--- config.mk ---
export PLATFORM = sky130hd
export DESIGN_NAME = sync_length_checksum_frame_parser_flat
export DESIGN_NICKNAME = d
export VERILOG_FILES = /design/src/rtl/sclfp_pkg.sv /design/src/rtl/sclfp_in_if.sv /design/src/rtl/sclfp_out_if.sv /design/src/rtl/sclfp_parse.sv /design/src/rtl/sync_length_checksum_frame_parser.sv /design/src/flat_wrapper.sv
export SDC_FILE = /design/constraint.sdc
export NUM_CORES = 1
export LEC_CHECK = 0
export ABC_AREA = 0
export BUFFER_PORTS_ARGS = -buffer_cell sky130_fd_sc_hd__buf_2
export CORE_AREA = 2 2 152 154
export DETAILED_ROUTE_END_ITERATION = 16
export DIE_AREA = 0 0 154 156
export GPL_TIMING_DRIVEN = 1
export SYNTH_ARGS = -nofsm -noshare
export SYNTH_HDL_FRONTEND = slang
export SYNTH_SLANG_ARGS = --single-unit
export TNS_END_PERCENT = 50
--- constraint.sdc ---
create_clock -name clk -period 5.7 [get_ports clk]
set_input_delay 0.285 -clock clk [delete_from_list [all_inputs] [get_ports clk]]
set_output_delay 0.285 -clock clk [all_outputs]
set_load 0.005 [all_outputs]
--- src/rtl/sclfp_pkg.sv ---
package sclfp_pkg;

  // Frame marker and function codes
  localparam logic [7:0] SYNC_BYTE = 8'hAA;
  localparam logic [7:0] FN_READ   = 8'hF1;
  localparam logic [7:0] FN_WRITE  = 8'hF2;

  // Header bytes before the payload: two sync, function, length
  localparam int HEAD_LEN = 4;

  // Default upper bound on the length byte
  localparam int MAX_PAYLOAD_DEF = 10;

  // Decoded frame as handed to the result channel
  typedef struct packed {
    logic        is_write;
    logic [7:0]  group;
    logic [7:0]  offset;
    logic [15:0] value;
    logic [3:0]  payload_len;
    logic [15:0] frame_count;
  } result_t;

endpackage

--- src/rtl/sclfp_in_if.sv ---
interface sclfp_in_if;
  logic       valid;
  logic       ready;
  logic [7:0] rx_byte;

  modport source (output valid, output rx_byte, input ready);
  modport sink (input valid, input rx_byte, output ready);
endinterface

--- src/rtl/sclfp_out_if.sv ---
interface sclfp_out_if;
  logic        valid;
  logic        ready;
  logic        is_write;
  logic [7:0]  group;
  logic [7:0]  offset;
  logic [15:0] value;
  logic [3:0]  payload_len;
  logic [15:0] frame_count;

  modport source (output valid, output is_write, output group, output offset,
                  output value, output payload_len, output frame_count, input ready);
  modport sink (input valid, input is_write, input group, input offset,
                input value, input payload_len, input frame_count, output ready);
endinterface

--- src/rtl/sclfp_parse.sv ---
module sclfp_parse #(
  parameter int MAX_PAYLOAD = sclfp_pkg::MAX_PAYLOAD_DEF
) (
  input  logic                clk,
  input  logic                rst_n,
  input  logic                step,
  input  logic [7:0]          rx_byte,
  input  logic                checksum_check,
  output logic                emit,
  output sclfp_pkg::result_t  res
);

  localparam int PosW = $clog2(MAX_PAYLOAD + sclfp_pkg::HEAD_LEN + 1);
  localparam int LenW = $clog2(MAX_PAYLOAD + 1);
  localparam logic [PosW-1:0] PosHead = PosW'(sclfp_pkg::HEAD_LEN);

  logic [PosW-1:0] pos_r, pos_nxt;
  logic            wr_r, wr_nxt;
  logic [LenW-1:0] len_r, len_nxt;
  logic [7:0]      sum_r, sum_nxt;
  logic [7:0]      grp_r, grp_nxt;
  logic [7:0]      ofs_r, ofs_nxt;
  logic [15:0]     val_r, val_nxt;
  logic [15:0]     cnt_r, cnt_nxt;
  logic [PosW-1:0] pay_end;
  logic [7:0]      len8;
  logic            emit_c;

  assign pay_end = PosW'(len_r) + PosHead;
  assign len8    = 8'(len_r);

  // Advance the frame position and capture fields for one byte
  always_comb begin
    pos_nxt = pos_r;
    wr_nxt  = wr_r;
    len_nxt = len_r;
    sum_nxt = sum_r;
    grp_nxt = grp_r;
    ofs_nxt = ofs_r;
    val_nxt = val_r;
    cnt_nxt = cnt_r;
    emit_c  = 1'b0;
    if (pos_r == PosW'(0) || pos_r == PosW'(1)) begin
      if (rx_byte == sclfp_pkg::SYNC_BYTE) begin
        sum_nxt = (pos_r == PosW'(0)) ? rx_byte : sum_r + rx_byte;
        pos_nxt = pos_r + PosW'(1);
      end else begin
        pos_nxt = '0;
      end
    end else if (pos_r == PosW'(2)) begin
      if (rx_byte == sclfp_pkg::FN_READ || rx_byte == sclfp_pkg::FN_WRITE) begin
        wr_nxt  = (rx_byte == sclfp_pkg::FN_WRITE);
        sum_nxt = sum_r + rx_byte;
        pos_nxt = PosW'(3);
      end else begin
        pos_nxt = '0;
      end
    end else if (pos_r == PosW'(3)) begin
      // Drop a zero or oversize length
      if (rx_byte == 8'd0 || rx_byte > 8'(MAX_PAYLOAD)) begin
        pos_nxt = '0;
      end else begin
        len_nxt = LenW'(rx_byte);
        sum_nxt = sum_r + rx_byte;
        grp_nxt = '0;
        ofs_nxt = '0;
        val_nxt = '0;
        pos_nxt = PosHead;
      end
    end else if (pos_r < pay_end) begin
      // Keep the first four payload bytes, sum them all
      if (pos_r == PosHead) grp_nxt = rx_byte;
      if (pos_r == PosHead + PosW'(1)) ofs_nxt = rx_byte;
      if (pos_r == PosHead + PosW'(2)) val_nxt = {rx_byte, val_r[7:0]};
      if (pos_r == PosHead + PosW'(3)) val_nxt = {val_r[15:8], rx_byte};
      sum_nxt = sum_r + rx_byte;
      pos_nxt = pos_r + PosW'(1);
    end else begin
      // Checksum byte closes the frame
      pos_nxt = '0;
      if (!(checksum_check && rx_byte != sum_r)) begin
        cnt_nxt = cnt_r + 16'd1;
        emit_c  = 1'b1;
      end
    end
  end

  always_ff @(posedge clk) begin
    if (!rst_n) begin
      pos_r <= '0;
      cnt_r <= '0;
    end else if (step) begin
      pos_r <= pos_nxt;
      cnt_r <= cnt_nxt;
    end
  end

  always_ff @(posedge clk) begin
    if (step) begin
      wr_r  <= wr_nxt;
      len_r <= len_nxt;
      sum_r <= sum_nxt;
      grp_r <= grp_nxt;
      ofs_r <= ofs_nxt;
      val_r <= val_nxt;
    end
  end

  assign emit            = emit_c;
  assign res.is_write    = wr_r;
  assign res.group       = grp_r;
  assign res.offset      = ofs_r;
  assign res.value       = val_r;
  assign res.payload_len = len8[3:0];
  assign res.frame_count = cnt_nxt;

endmodule

--- src/rtl/sync_length_checksum_frame_parser.sv ---
// Channel   Dir  Payload                                        Handshake
// in_bus    in   rx_byte[7:0]                                   valid/ready
// out_bus   out  is_write, group, offset, value, payload_len,   valid/ready
//                frame_count
// cfg       in   cfg_wdata (checksum_check)                     cfg_we, no wait
//
// One byte is taken per cycle unless out_bus stalls; a byte passes the input
// register to the parser, and a frame result goes through the output register.
// The input register and the output register each free up when the next stage
// takes their content, so stalls on out_bus back up into in_bus.ready.
// Synchronous active-low reset clears frame position, frame count and all valids.
module sync_length_checksum_frame_parser #(
  parameter int MAX_PAYLOAD = sclfp_pkg::MAX_PAYLOAD_DEF
) (
  input  logic         clk,
  input  logic         rst_n,
  sclfp_in_if.sink     in_bus,
  sclfp_out_if.source  out_bus,
  input  logic         cfg_we,
  input  logic         cfg_wdata
);

  logic               chk_r;
  logic               s1_valid_r;
  logic [7:0]         s1_byte_r;
  logic               out_valid_r;
  sclfp_pkg::result_t out_res_r;
  logic               adv;
  logic               step;
  logic               emit;
  sclfp_pkg::result_t res;

  // Output slot is free when empty or being drained
  assign adv          = !out_valid_r || out_bus.ready;
  assign step         = s1_valid_r && adv;
  assign in_bus.ready = !s1_valid_r || adv;

  // Hold the checksum enable
  always_ff @(posedge clk) begin
    if (!rst_n) begin
      chk_r <= 1'b0;
    end else if (cfg_we) begin
      chk_r <= cfg_wdata;
    end
  end

  // Input register
  always_ff @(posedge clk) begin
    if (!rst_n) begin
      s1_valid_r <= 1'b0;
    end else if (in_bus.ready) begin
      s1_valid_r <= in_bus.valid;
    end
  end

  always_ff @(posedge clk) begin
    if (in_bus.ready && in_bus.valid) begin
      s1_byte_r <= in_bus.rx_byte;
    end
  end

  sclfp_parse #(
    .MAX_PAYLOAD (MAX_PAYLOAD)
  ) u_parse (
    .clk            (clk),
    .rst_n          (rst_n),
    .step           (step),
    .rx_byte        (s1_byte_r),
    .checksum_check (chk_r),
    .emit           (emit),
    .res            (res)
  );

  // Result register
  always_ff @(posedge clk) begin
    if (!rst_n) begin
      out_valid_r <= 1'b0;
    end else if (adv) begin
      out_valid_r <= step && emit;
    end
  end

  always_ff @(posedge clk) begin
    if (step && emit) begin
      out_res_r <= res;
    end
  end

  assign out_bus.valid       = out_valid_r;
  assign out_bus.is_write    = out_res_r.is_write;
  assign out_bus.group       = out_res_r.group;
  assign out_bus.offset      = out_res_r.offset;
  assign out_bus.value       = out_res_r.value;
  assign out_bus.payload_len = out_res_r.payload_len;
  assign out_bus.frame_count = out_res_r.frame_count;

endmodule

--- src/flat_wrapper.sv ---
// flat-port wrapper written by rule: the top's interface ports become plain ports
module sync_length_checksum_frame_parser_flat 
#(
  parameter int MAX_PAYLOAD = sclfp_pkg::MAX_PAYLOAD_DEF
)
  (clk, rst_n, cfg_we, cfg_wdata, in_bus_valid, in_bus_rx_byte, in_bus_ready, out_bus_valid, out_bus_is_write, out_bus_group, out_bus_offset, out_bus_value, out_bus_payload_len, out_bus_frame_count, out_bus_ready);
  sclfp_in_if in_bus_i ();
  sclfp_out_if out_bus_i ();
  input  logic clk;
  input  logic rst_n;
  input  logic cfg_we;
  input  logic cfg_wdata;
  input wire logic [$bits(in_bus_i.valid)-1:0] in_bus_valid;
  input wire logic [$bits(in_bus_i.rx_byte)-1:0] in_bus_rx_byte;
  output wire logic [$bits(in_bus_i.ready)-1:0] in_bus_ready;
  output wire logic [$bits(out_bus_i.valid)-1:0] out_bus_valid;
  output wire logic [$bits(out_bus_i.is_write)-1:0] out_bus_is_write;
  output wire logic [$bits(out_bus_i.group)-1:0] out_bus_group;
  output wire logic [$bits(out_bus_i.offset)-1:0] out_bus_offset;
  output wire logic [$bits(out_bus_i.value)-1:0] out_bus_value;
  output wire logic [$bits(out_bus_i.payload_len)-1:0] out_bus_payload_len;
  output wire logic [$bits(out_bus_i.frame_count)-1:0] out_bus_frame_count;
  input wire logic [$bits(out_bus_i.ready)-1:0] out_bus_ready;
  assign in_bus_i.valid = in_bus_valid;
  assign in_bus_i.rx_byte = in_bus_rx_byte;
  assign in_bus_ready = in_bus_i.ready;
  assign out_bus_valid = out_bus_i.valid;
  assign out_bus_is_write = out_bus_i.is_write;
  assign out_bus_group = out_bus_i.group;
  assign out_bus_offset = out_bus_i.offset;
  assign out_bus_value = out_bus_i.value;
  assign out_bus_payload_len = out_bus_i.payload_len;
  assign out_bus_frame_count = out_bus_i.frame_count;
  assign out_bus_i.ready = out_bus_ready;
  sync_length_checksum_frame_parser #(.MAX_PAYLOAD(MAX_PAYLOAD)) u_core (.clk(clk), .rst_n(rst_n), .in_bus(in_bus_i), .out_bus(out_bus_i), .cfg_we(cfg_we), .cfg_wdata(cfg_wdata));
endmodule
==> results.cfg <==
[outcome]
outcome = complete, no violations

[setup_path]
setup.worst_path.start_class = register
worstPathMaxFanout = 49
worst_ep_required_time_ns = 5.81
endpoint_kind = register
critical-path-top-cell-by-count = buf_4
path_class = register to register
crit_chain = ha_1 > or4_1 > o31ai_2 > nand4_2 > buf_4 > nor2_4 > buf_4
critPathArrivalTime_ns = 3.99
reg2reg_setup_slack_ns = 1.82
slowest_delay_ns = 0.99
worst_path_max_delay_cell = nor2_4

[timing]
period_share = 0.682
worst_slack_ns = 1.82
finalHoldViolations = 0
fmax_mhz = 257
slew-limit-headroom = 0.182
timing.hold.ws_ns = 0.0485
worstMarginPinSlew_ns = 1.22
period_needed_ns = 3.88
final.setup_skew_ns = 0.00987
rsz_0062_raised_after_global_routing = no
finalMaxSlewViolations = 0
setup_viol = 0
final.setup.tns_ns = 0

[grt]
overflow = 0
antenna_violations_before_repair = 0
gr-usage-all-layers = 0.103
grt_pass1_vias = 3492
grt_pass1_wl_um = 19200
pin_count_of_the_biggest_net_entering_global_routing = 50

[cts]
cts_root_buf = clkbuf_16
clk_path_buf_depth = 2
cts_repair_resize_count = 0
cts-hold-fix-buffers = 0
clock_latency_late_sink_ns = 0.41
tritoncts = built
cts.repair_timing.setup_buffer_count = 0
tritoncts_num_sinks = 129
cts_htree_levels = 4
numCtsBuffers = 17
clkSlewWorstSetupHoldPaths_ns = 0.07

[cells_and_area]
nNetsFinal = 534
drive_gt1_frac = 0.219
areaGrowthSynthToFinish_pct = 22.4
post-route-util = 0.303

[route]
viasPerCell = 4.42
top_layer_used = met4
route.antenna.remaining_nets = 0
routed_wirelength_um = 12000
met2WireLength_um = 5130
dr_wl_met3_um = 586
detailedRoute.firstIterationViolations = 202
detailroute.via_count = 3549
route.layer.met1.wl_um = 6130
drt_drc_violations_left = 0
firstDrtPassIters = 4
detail_route.wl_per_cell_um = 14.9

[placed_design]
pre_cts_ws_ns = 1.78
io_buffer_count = 68
dp_hpwl_um = 8420
finalWeightedCongestion = 0.769

[synthesis]
synth_top_cells_by_area = edfxtp_1, dfxtp_1, ha_1
synthDistinctLibCells = 49
yosysSeqAreaShare = 0.659
ys_warn_count = 0
ys_ff_latch = 129
avgSynthCellArea_um2 = 12.8
number_of_flops_mapped_to_enable_cells_by_yosys = 106
synth_ff_type = edfxtp_1
syn_area_um2 = 5530
syn-num-nets = 462
postSynthCellCount = 432
synth_top_cell_by_area = edfxtp_1
async_flop_share = 0
synth_top_area_frac = 0.575

[floorplan]
floorplan.die.width_um = 154
start_util = 0.247
placeableCoreArea_um2 = 22400
placementRows = 55
fp.dieArea_um2 = 24000
chipHeight_um = 156
ioPinCount = 69

[power]
power_density_nw_per_um2 = 321
vdd_ir_drop_max_v = 0.000184
power.leakage_nw = 2.39

[job]
maxCapViolations = 0

[min_path]
hold_path.class = primary input to register
==> critical path, delay by kind of cell, from the launching register on <==
kind | cells | cell delay [ns]
buf+inv | 2 | 0.64
fa+ha+maj | 1 | 0.41
compound gates | 1 | 0.33
flops | 1 | 0.54
simple gates | 3 | 1.65
==> stage by stage <==
step                power, mW  area, µm²  std cells
global route             2.25       6770        802
detailed placement       1.15       6190        770
global placement         1.15       6190        770
floorplan                1.12       5530        432
finish                   2.17       6770        803
CTS                      2.19       6770        802
==> cell usage in the layout (no fill, tap or decap), types with 4 or more instances in the layout <==
| master | count |
|---|---|
| nand4_1 | 5 |
| o31ai_1 | 13 |
| o21ai_0 | 16 |
| nor3_1 | 12 |
| nor4_1 | 6 |
| buf_2 | 68 |
| a21oi_1 | 19 |
| dfxtp_1 | 23 |
| and2_1 | 17 |
| buf_4 | 7 |
| xor2_1 | 18 |
| inv_1 | 13 |
| clkbuf_16 | 17 |
| nand3_1 | 14 |
| and3_1 | 9 |
| nor2_1 | 27 |
| ha_1 | 15 |
| edfxtp_1 | 106 |
| a211oi_1 | 5 |
| inv_6 | 4 |
| or3_1 | 5 |
| nand2_1 | 20 |
| nor2b_1 | 6 |
| nand2b_1 | 8 |
| xnor2_1 | 5 |
| or4_1 | 14 |
==> power breakdown <==
part	switching [mW]	internal, mW
registers	0.0156	1.03
logic	0.0571	0.0364
clock network	0.460	0.578
total	0.533	1.64
==> cell usage after synthesis (2+ instances only) <==
master / number
and3_1: 9
edfxtp_1: 106
nor4_1: 6
a31oi_1: 3
mux2i_1: 2
dfxtp_1: 23
xnor2_1: 5
o31ai_1: 13
ha_1: 15
or2_2: 2
xor2_1: 18
nand2_1: 20
nor2_1: 28
o21ai_0: 16
buf_2: 2
nor3_1: 12
nand3_1: 14
nor3b_1: 2
o41ai_1: 2
nand4_1: 5
or3_1: 5
a21o_1: 2
or4_1: 14
a21oi_1: 19
nand2b_1: 8
and2_1: 17
inv_1: 13
o211ai_1: 2
a211oi_1: 5
clkbuf_1: 18
nor2b_1: 6
a21boi_0: 3
==> cell type report <==
class                           instances  area (µm²)
Antenna cell                            1        2.50
Clock buffer                           17         425
Clock inverter                         15         148
Fill cell                            2227       15600
Inverter                               14        52.6
Multi-Input combinational cell        267        1750
Sequential cell                       129        3640
Tap cell                              285         357
Timing Repair Buffer                   75         393
==> kinds of logic (layout without fill, tap and decap cells) <==
group	count (synthesis)	count (layout)	share of synthesized area
mux	3	3	0.00565
buf+inv	36	121	0.0265
xor+xnor	23	23	0.0364
other cells	0	1	0
simple gates	152	152	0.150
compound gates	73	73	0.0851
fa+ha+maj	16	16	0.0375
flops	129	129	0.659
==> sequential cells by signal (all words and copies together), names as in the netlist <==
| name | count |
|---|---|
| u_core.out_bus.value | 16 |
| u_core.s1_byte_r | 8 |
| u_core.chk_r | 1 |
| u_core.u_parse.wr_r | 1 |
| u_core.out_bus.group | 8 |
| u_core.u_parse.pos_r | 4 |
| u_core.u_parse.grp_r | 8 |
| u_core.u_parse.len_r | 4 |
| u_core.out_bus.payload_len | 4 |
| u_core.u_parse.val_r | 16 |
| u_core.out_bus.valid | 1 |
| u_core.u_parse.ofs_r | 8 |
| u_core.out_bus.is_write | 1 |
| u_core.out_bus.offset | 8 |
| u_core.u_parse.cnt_r | 16 |
| u_core.out_bus.frame_count | 16 |
| u_core.s1_valid_r | 1 |
| u_core.u_parse.sum_r | 8 |
==> final timing paths <==
check / to / from / cells past startpoint
worst max-delay path: u_core.out_bus.frame_count[6] / u_core.s1_byte_r[2] / 7
worst min-delay path: u_core.s1_byte_r[7] / in_bus_rx_byte[7] / 1
worst max register to register: u_core.out_bus.frame_count[6] / u_core.s1_byte_r[2] / 7
worst min register to register: u_core.out_bus.value[6] / u_core.u_parse.val_r[6] / 0
==> per-layer routing <==
| layer | track usage | up-vias |
|---|---|---|
| met5 | 0 | - |
| met4 | 0.0334 | 0 |
| met3 | 0.0281 | 8 |
| met2 | 0.151 | 82 |
| met1 | 0.147 | 1690 |
| li1 | - | 1769 |
Note: power is estimated with default switching activity, not from simulation.
